[config.mk]
export PLATFORM = sky130hd
export DESIGN_NAME = bounded_list_queue_flat
export DESIGN_NICKNAME = d
export VERILOG_FILES = /design/src/rtl/blq_pkg.sv /design/src/rtl/blq_cmd_if.sv /design/src/rtl/blq_res_if.sv /design/src/rtl/bounded_list_queue.sv /design/src/rtl/blq_cell.sv /design/src/flat_wrapper.sv
export SDC_FILE = /design/constraint.sdc
export NUM_CORES = 2
export LEC_CHECK = 0
export BUFFER_PORTS_ARGS = -buffer_cell sky130_fd_sc_hd__buf_4
export CORE_MARGIN = 4
export CORE_UTILIZATION = 45
export CTS_CLUSTER_SIZE = 25
export DETAILED_ROUTE_END_ITERATION = 8
export PLACE_DENSITY_LB_ADDON = 0.3
export RECOVER_POWER = 25
export REMOVE_ABC_BUFFERS = 1
export SYNTH_ARGS = -nofsm -noshare
export SYNTH_HDL_FRONTEND = slang
export SYNTH_HIERARCHICAL = 1
export SYNTH_SLANG_ARGS = --single-unit
export TNS_END_PERCENT = 10
[constraint.sdc]
create_clock -name clk -period 25.6 [get_ports clk]
set_clock_uncertainty 0.15 [all_clocks]
set_input_delay 3.84 -clock clk [delete_from_list [all_inputs] [get_ports clk]]
set_output_delay 3.84 -clock clk [all_outputs]
set_load 0.02 [all_outputs]
[src/rtl/blq_pkg.sv]
package blq_pkg;

  localparam int BLQ_CAPACITY = 16;
  localparam int DATA_W       = 32;
  localparam int COUNT_OUT_W  = 5;

  // command kinds as seen on the input channel
  localparam logic [1:0] KIND_ENQUEUE = 2'd0;
  localparam logic [1:0] KIND_DEQUEUE = 2'd1;
  localparam logic [1:0] KIND_AFTER   = 2'd2;
  localparam logic [1:0] KIND_BEFORE  = 2'd3;

  // result status codes
  localparam logic [1:0] ST_OK       = 2'd0;
  localparam logic [1:0] ST_FULL     = 2'd1;
  localparam logic [1:0] ST_EMPTY    = 2'd2;
  localparam logic [1:0] ST_NOTFOUND = 2'd3;

  // operation broadcast to every cell, already gated by success
  typedef enum logic [2:0] {
    OP_NONE,
    OP_APPEND,
    OP_POP,
    OP_AFTER,
    OP_BEFORE
  } cell_op_t;

  typedef struct packed {
    cell_op_t                  op;
    logic signed [DATA_W-1:0]  new_value;
    logic signed [DATA_W-1:0]  target_value;
  } cell_ctrl_t;

  // handed from a cell to its rear neighbor
  typedef struct packed {
    logic signed [DATA_W-1:0] value;
    logic                     occ;
    logic                     hit;
    logic                     first;
  } fwd_link_t;

  // handed from a cell to its front neighbor
  typedef struct packed {
    logic signed [DATA_W-1:0] value;
    logic                     occ;
  } bwd_link_t;

endpackage

[src/rtl/blq_cmd_if.sv]
interface blq_cmd_if
  import blq_pkg::*;
();
  logic                     valid;
  logic                     ready;
  logic [1:0]               kind;
  logic signed [DATA_W-1:0] target_value;
  logic signed [DATA_W-1:0] new_value;

  modport source (output valid, kind, target_value, new_value, input ready);
  modport sink   (input valid, kind, target_value, new_value, output ready);
endinterface

[src/rtl/blq_res_if.sv]
interface blq_res_if
  import blq_pkg::*;
();
  logic                     valid;
  logic                     ready;
  logic [1:0]               status;
  logic signed [DATA_W-1:0] removed_value;
  logic [COUNT_OUT_W-1:0]   entry_count;

  modport source (output valid, status, removed_value, entry_count, input ready);
  modport sink   (input valid, status, removed_value, entry_count, output ready);
endinterface

[src/rtl/bounded_list_queue.sv]
// result: an accepted command's status, removed value and count are registered
// throughput: one command per cycle while results are taken; the search ripples
//   hit flags through the row of cells, so its length grows with CAPACITY
// reset: synchronous active-low rst_n clears the count, the cell occupied flags
//   and the output valid; entry values are not reset
module bounded_list_queue
  import blq_pkg::*;
#(
  parameter int CAPACITY = BLQ_CAPACITY
) (
  input  logic       clk,
  input  logic       rst_n,
  blq_cmd_if.sink    in_cmd,
  blq_res_if.source  out_res
);

  localparam int CNT_W = $clog2(CAPACITY + 1);

  // front-to-rear and rear-to-front links between neighboring cells
  fwd_link_t  fwd [CAPACITY+1];
  bwd_link_t  bwd [CAPACITY+1];
  cell_ctrl_t ctrl;

  logic [CNT_W-1:0]         count_r, count_nxt;
  logic                     out_valid_r;
  logic [1:0]               status_r, status_nxt;
  logic signed [DATA_W-1:0] removed_r, removed_nxt;
  logic [CNT_W+COUNT_OUT_W-1:0] count_ext;

  logic accept;
  logic full, empty, found;

  // chain ends: front of the row counts as occupied, rear as empty
  assign fwd[0]        = '{value: '0, occ: 1'b1, hit: 1'b0, first: 1'b0};
  assign bwd[CAPACITY] = '{value: '0, occ: 1'b0};

  for (genvar i = 0; i < CAPACITY; i++) begin : g_cell
    blq_cell u_cell (
      .clk        (clk),
      .rst_n      (rst_n),
      .ctrl       (ctrl),
      .from_front (fwd[i]),
      .from_rear  (bwd[i+1]),
      .to_rear    (fwd[i+1]),
      .to_front   (bwd[i])
    );
  end

  // occupancy comes straight from the end cells' flags
  assign full  = fwd[CAPACITY].occ;
  assign empty = !bwd[0].occ;
  assign found = fwd[CAPACITY].hit;

  // output register frees the input side as soon as the result is taken
  assign in_cmd.ready = !out_valid_r || out_res.ready;
  assign accept       = in_cmd.valid && in_cmd.ready;

  always_comb begin
    ctrl.new_value    = in_cmd.new_value;
    ctrl.target_value = in_cmd.target_value;
    ctrl.op           = OP_NONE;
    status_nxt        = ST_OK;
    removed_nxt       = '0;
    count_nxt         = count_r;
    case (in_cmd.kind)
      KIND_ENQUEUE: begin
        if (full) status_nxt = ST_FULL;
        else      ctrl.op    = OP_APPEND;
      end
      KIND_DEQUEUE: begin
        if (empty) begin
          status_nxt = ST_EMPTY;
        end else begin
          ctrl.op     = OP_POP;
          removed_nxt = bwd[0].value;
        end
      end
      KIND_AFTER, KIND_BEFORE: begin
        // empty is reported ahead of full, then a missing target
        if (empty)       status_nxt = ST_EMPTY;
        else if (full)   status_nxt = ST_FULL;
        else if (!found) status_nxt = ST_NOTFOUND;
        else ctrl.op = (in_cmd.kind == KIND_AFTER) ? OP_AFTER : OP_BEFORE;
      end
      default: ;
    endcase
    if (!accept) ctrl.op = OP_NONE;
    case (ctrl.op)
      OP_POP:                         count_nxt = count_r - CNT_W'(1);
      OP_APPEND, OP_AFTER, OP_BEFORE: count_nxt = count_r + CNT_W'(1);
      default: ;
    endcase
  end

  always_ff @(posedge clk) begin
    if (!rst_n) begin
      count_r     <= '0;
      out_valid_r <= 1'b0;
    end else begin
      count_r <= count_nxt;
      if (accept)             out_valid_r <= 1'b1;
      else if (out_res.ready) out_valid_r <= 1'b0;
    end
    if (accept) begin
      status_r  <= status_nxt;
      removed_r <= removed_nxt;
    end
  end

  // entry count carries the low bits of the held count after the command
  logic [CNT_W-1:0] count_out_r;
  always_ff @(posedge clk) begin
    if (accept) count_out_r <= count_nxt;
  end
  assign count_ext = {{COUNT_OUT_W{1'b0}}, count_out_r};

  assign out_res.valid         = out_valid_r;
  assign out_res.status        = status_r;
  assign out_res.removed_value = removed_r;
  assign out_res.entry_count   = count_ext[COUNT_OUT_W-1:0];

  // the count register and the cell occupied flags tell the same story
  a_full_flag: assert property (@(posedge clk) disable iff (!rst_n)
    full == (count_r == CNT_W'(CAPACITY)))
    else $error("full flag and count disagree");

  a_empty_flag: assert property (@(posedge clk) disable iff (!rst_n)
    empty == (count_r == '0))
    else $error("empty flag and count disagree");

  // a dequeue on a non-empty queue always succeeds
  a_pop_ok: assert property (@(posedge clk) disable iff (!rst_n)
    accept && (in_cmd.kind == KIND_DEQUEUE) && (count_r != '0)
    |=> out_res.valid && (out_res.status == ST_OK))
    else $error("dequeue on non-empty queue did not succeed");

  // a removed value only comes with a successful transfer
  a_removed_ok: assert property (@(posedge clk) disable iff (!rst_n)
    out_res.valid && (out_res.removed_value != '0) |-> (out_res.status == ST_OK))
    else $error("removed value with failing status");

endmodule

[src/rtl/blq_cell.sv]
module blq_cell
  import blq_pkg::*;
(
  input  logic       clk,
  input  logic       rst_n,
  input  cell_ctrl_t ctrl,
  input  fwd_link_t  from_front,
  input  bwd_link_t  from_rear,
  output fwd_link_t  to_rear,
  output bwd_link_t  to_front
);

  logic signed [DATA_W-1:0] value_r, value_nxt;
  logic                     occ_r, occ_nxt;
  logic                     match;
  logic                     first_here;

  always_comb begin
    match      = occ_r && (value_r == ctrl.target_value);
    first_here = match && !from_front.hit;

    to_rear.value  = value_r;
    to_rear.occ    = occ_r;
    to_rear.hit    = from_front.hit | match;
    to_rear.first  = first_here;
    to_front.value = value_r;
    to_front.occ   = occ_r;

    value_nxt = value_r;
    occ_nxt   = occ_r;
    case (ctrl.op)
      OP_APPEND: begin
        // the first free cell takes the new value
        if (from_front.occ && !occ_r) value_nxt = ctrl.new_value;
        occ_nxt = occ_r | from_front.occ;
      end
      OP_POP: begin
        value_nxt = from_rear.value;
        occ_nxt   = from_rear.occ;
      end
      OP_AFTER: begin
        if (from_front.first) value_nxt = ctrl.new_value;
        else if (from_front.hit) value_nxt = from_front.value;
        occ_nxt = occ_r | from_front.occ;
      end
      OP_BEFORE: begin
        if (first_here) value_nxt = ctrl.new_value;
        else if (from_front.hit) value_nxt = from_front.value;
        occ_nxt = occ_r | from_front.occ;
      end
      default: ;
    endcase
  end

  always_ff @(posedge clk) begin
    value_r <= value_nxt;
    if (!rst_n) occ_r <= 1'b0;
    else        occ_r <= occ_nxt;
  end

endmodule

[src/flat_wrapper.sv]
// flat-port wrapper written by rule: the top's interface ports become plain ports
module bounded_list_queue_flat import blq_pkg::*;
#(
  parameter int CAPACITY = BLQ_CAPACITY
)
  (clk, rst_n, in_cmd_valid, in_cmd_kind, in_cmd_target_value, in_cmd_new_value, in_cmd_ready, out_res_valid, out_res_status, out_res_removed_value, out_res_entry_count, out_res_ready);
  blq_cmd_if in_cmd_i ();
  blq_res_if out_res_i ();
  input  logic clk;
  input  logic rst_n;
  input wire logic [$bits(in_cmd_i.valid)-1:0] in_cmd_valid;
  input wire logic [$bits(in_cmd_i.kind)-1:0] in_cmd_kind;
  input wire logic [$bits(in_cmd_i.target_value)-1:0] in_cmd_target_value;
  input wire logic [$bits(in_cmd_i.new_value)-1:0] in_cmd_new_value;
  output wire logic [$bits(in_cmd_i.ready)-1:0] in_cmd_ready;
  output wire logic [$bits(out_res_i.valid)-1:0] out_res_valid;
  output wire logic [$bits(out_res_i.status)-1:0] out_res_status;
  output wire logic [$bits(out_res_i.removed_value)-1:0] out_res_removed_value;
  output wire logic [$bits(out_res_i.entry_count)-1:0] out_res_entry_count;
  input wire logic [$bits(out_res_i.ready)-1:0] out_res_ready;
  assign in_cmd_i.valid = in_cmd_valid;
  assign in_cmd_i.kind = in_cmd_kind;
  assign in_cmd_i.target_value = in_cmd_target_value;
  assign in_cmd_i.new_value = in_cmd_new_value;
  assign in_cmd_ready = in_cmd_i.ready;
  assign out_res_valid = out_res_i.valid;
  assign out_res_status = out_res_i.status;
  assign out_res_removed_value = out_res_i.removed_value;
  assign out_res_entry_count = out_res_i.entry_count;
  assign out_res_i.ready = out_res_ready;
  bounded_list_queue #(.CAPACITY(CAPACITY)) u_core (.clk(clk), .rst_n(rst_n), .in_cmd(in_cmd_i), .out_res(out_res_i));
endmodule
==> results.py <==
metrics = {
    "clock_network": {
        "ctsHoldBuffers": 0,
        "cts.sinks": 573,
        "clockBufferDepth": 3,
        "htreeDepth": 3,
        "cts_buffers": 75,
        "clock-root-buffer": "clkbuf_16",
        "clk_latency_ps": 690,
        "cts.reportedPaths.clkPinSlew_ps": 60,
        "post_cts_resized": 0,
        "postCtsSetupRepairBufs": 0,
        "cts_tree": "built",
    },
    "placement": {
        "hpwl_um": 132800,
        "gp_congestion": 0.9003,
        "port_buffers": 110,
    },
    "floorplanning": {
        "die_h_um": 367.9,
        "die_x_um": 367.9,
        "coreArea_um2": 128200,
        "start_util_pct": 45.48,
        "io_pins": 111,
        "dieArea_um2": 135400,
        "fp-row-count": 131,
    },
    "global_route": {
        "grt_pass1_wl_um": 312900,
        "grt_use_total_pct": 29.56,
        "antenna_found_initial": 6,
        "grt_pass1_vias": 47847,
        "gr-total-overflow": 0,
        "grt_max_degree": 168,
    },
    "timing": {
        "slew_viol_final": 381,
        "finalHoldViolations": 0,
        "final.setup.tns_ps": 0,
        "timing.fmax_ghz": 0.04277,
        "fin_crit_ps": 23380,
        "timing.final.crit_share_pct": 91.32,
        "setup_violations": 0,
        "relSlewSlack_pct": -88.58,
        "rsz0062_at_grt": "false",
        "tightest_slew_ps": 2827,
    },
    "worst_setup_path": {
        "cp.arrival_ps": 23710,
        "crit_path_start_kind": "input port",
        "r2r_end": "u_core/g_cell[4].u_cell/value_r[20]$_DFFE_PP_",
        "reg2reg_depth": 32,
        "critPathMaxFanout": 53,
        "critical-path-slowest-cell": "a41o_1",
        "reg2reg_from": "u_core/g_cell[0].u_cell/value_r[12]$_DFFE_PP_",
        "cpPeakStageDelay_ps": 1590,
        "cp_common_cell": "a41o_2",
        "cp.required_ps": 25930,
        "critPathCaptureType": "register",
        "crit_type": "input port to register",
        "r2r_setup_slack_ps": 5320,
    },
    "final_layout": {
        "layout-drive-gt1-share_pct": 15.55,
        "area_delta_synth_final_pct": -0.1309,
        "fin_nets": 5747,
        "final_util_pct": 45.42,
    },
    "run_status": {
        "outcome": "finished with violations",
        "violations": "capacitance limit, slew limit",
    },
    "detailed_routing": {
        "viasPerCell": 6.709,
        "remaining_drc_errors": 0,
        "vias": 50051,
        "postRouteWirelength_um": 212200,
        "ant_nets": 0,
        "firstDrtPassIters": 9,
        "routedWlPerCell_um": 28.44,
        "drt-initial-drc-count": 7302,
    },
    "power": {
        "ir_drop_uv": 45.55,
        "static-leakage-power_nw": 18.89,
        "p_per_area_nw_per_um2": 43.62,
        "p_total_mw": 2.540,
    },
    "logic_synthesis": {
        "synth_area_um2": 58290,
        "synth-warning-count": 6,
        "syn_inst": 6384,
        "avgSynthCellArea_um2": 9.131,
    },
    "hold_path": {
        "hold_end": "u_core/count_r[4]$_SDFF_PN0_",
        "hold_depth": 2,
        "holdCritPathClass": "register to register",
        "min-delay-start": "u_core/count_r[4]$_SDFF_PN0_",
    },
    "job": {
        "maxCapViolations": 11,
    },
}
## critical path: cells and delay by family
family | cells | cell delay [ps]
buffers and inverters | 8 | 3990
AOI/OAI and AO/OA | 18 | 13220
and+or+nand+nor | 6 | 2120
xor gates and xnor gates | 1 | 180
## power by group
| group | leakage (nW) | total (mW) | switching (mW) | internal, mW |
|---|---|---|---|---|
| Sequential | 5.18 | 1.06 | 0.0147 | 1.04 |
| Combinational | 12.5 | 0.406 | 0.262 | 0.144 |
| Clock | 1.17 | 1.08 | 0.472 | 0.603 |
## cell usage in the layout, fill, tap and decap left out, drive strengths merged, types with 15 or more instances in the layout
master,instances
conb,69
o21ai,500
a2111oi,17
a31oi,33
and2,52
edfxtp,551
clkbuf,140
nand3,15
o21bai,15
buf,170
xor2,67
a221oi,32
inv,99
a2111o,15
mux2i,512
and3,32
o221ai,46
nor3,32
mux2,35
nor2,145
nand4,98
a21oi,1011
nor4,17
nor3b,17
a41o,16
clkinv,67
nor2b,18
xnor2,389
a211oi,960
dfxtp,22
nand2b,512
## per-stage QoR
step | setup WS [ps] | instance area, um^2 | instances | hold slack [ps]
finish | 2221 | 58220 | 7460 | 342.6
CTS | 4240 | 58440 | 7459 | 337.8
detailed placement | 3587 | 56080 | 7325 | 327.3
global route | 1615 | 58210 | 7459 | 357.7
global placement | 3894 | 56080 | 7325 | 308.9
floorplan | -75740 | 52010 | 5376 | 297.8
## worst max path at each step
stage	slack, ps	end	depth (start not counted)	startpoint
after detailed placement	3590	u_core/g_cell[13].u_cell/value_r[26]$_DFFE_PP_	29	in_cmd_target_value[29]
after CTS	4240	u_core/g_cell[13].u_cell/value_r[26]$_DFFE_PP_	29	in_cmd_target_value[29]
after floorplan	-75740	u_core/g_cell[0].u_cell/occ_r$_SDFFE_PN0P_	25	in_cmd_target_value[12]
after global routing	1610	u_core/g_cell[4].u_cell/value_r[20]$_DFFE_PP_	32	in_cmd_target_value[29]
final	2220	u_core/g_cell[4].u_cell/value_r[20]$_DFFE_PP_	33	in_cmd_target_value[19]
after global placement	3890	u_core/g_cell[13].u_cell/value_r[0]$_DFFE_PP_	29	in_cmd_target_value[29]
## area by class of cell
type                       count  area (um^2)
sequential                   573        16990
clock buffer                  90         1984
timing repair buffer         220         1505
multi-input combinational   4676        34720
clock inverter                44        374.1
antenna                        1        2.502
tap                         1729         2163
fill                       12320        69960
inverter                     127        476.7
## routing by layer
metal	vias to the layer above	GRT usage, %	wire length, um
li1	22083	-	-
met1	24212	36.48	80260
met2	3007	46.89	96890
met3	747	7.454	21390
met4	2	16.95	13600
met5	-	0.3205	57
## state kept, by name (all words and copies together) (netlist names)
signal	cells
u_core/count_r	5
u_core/g_cell.u_cell/occ_r	16
u_core/g_cell.u_cell/value_r	512
u_core/out_res.entry_count	5
u_core/out_res.removed_value	32
u_core/out_res.status	2
u_core/out_res.valid	1
Power figures use the tool's default switching activity.
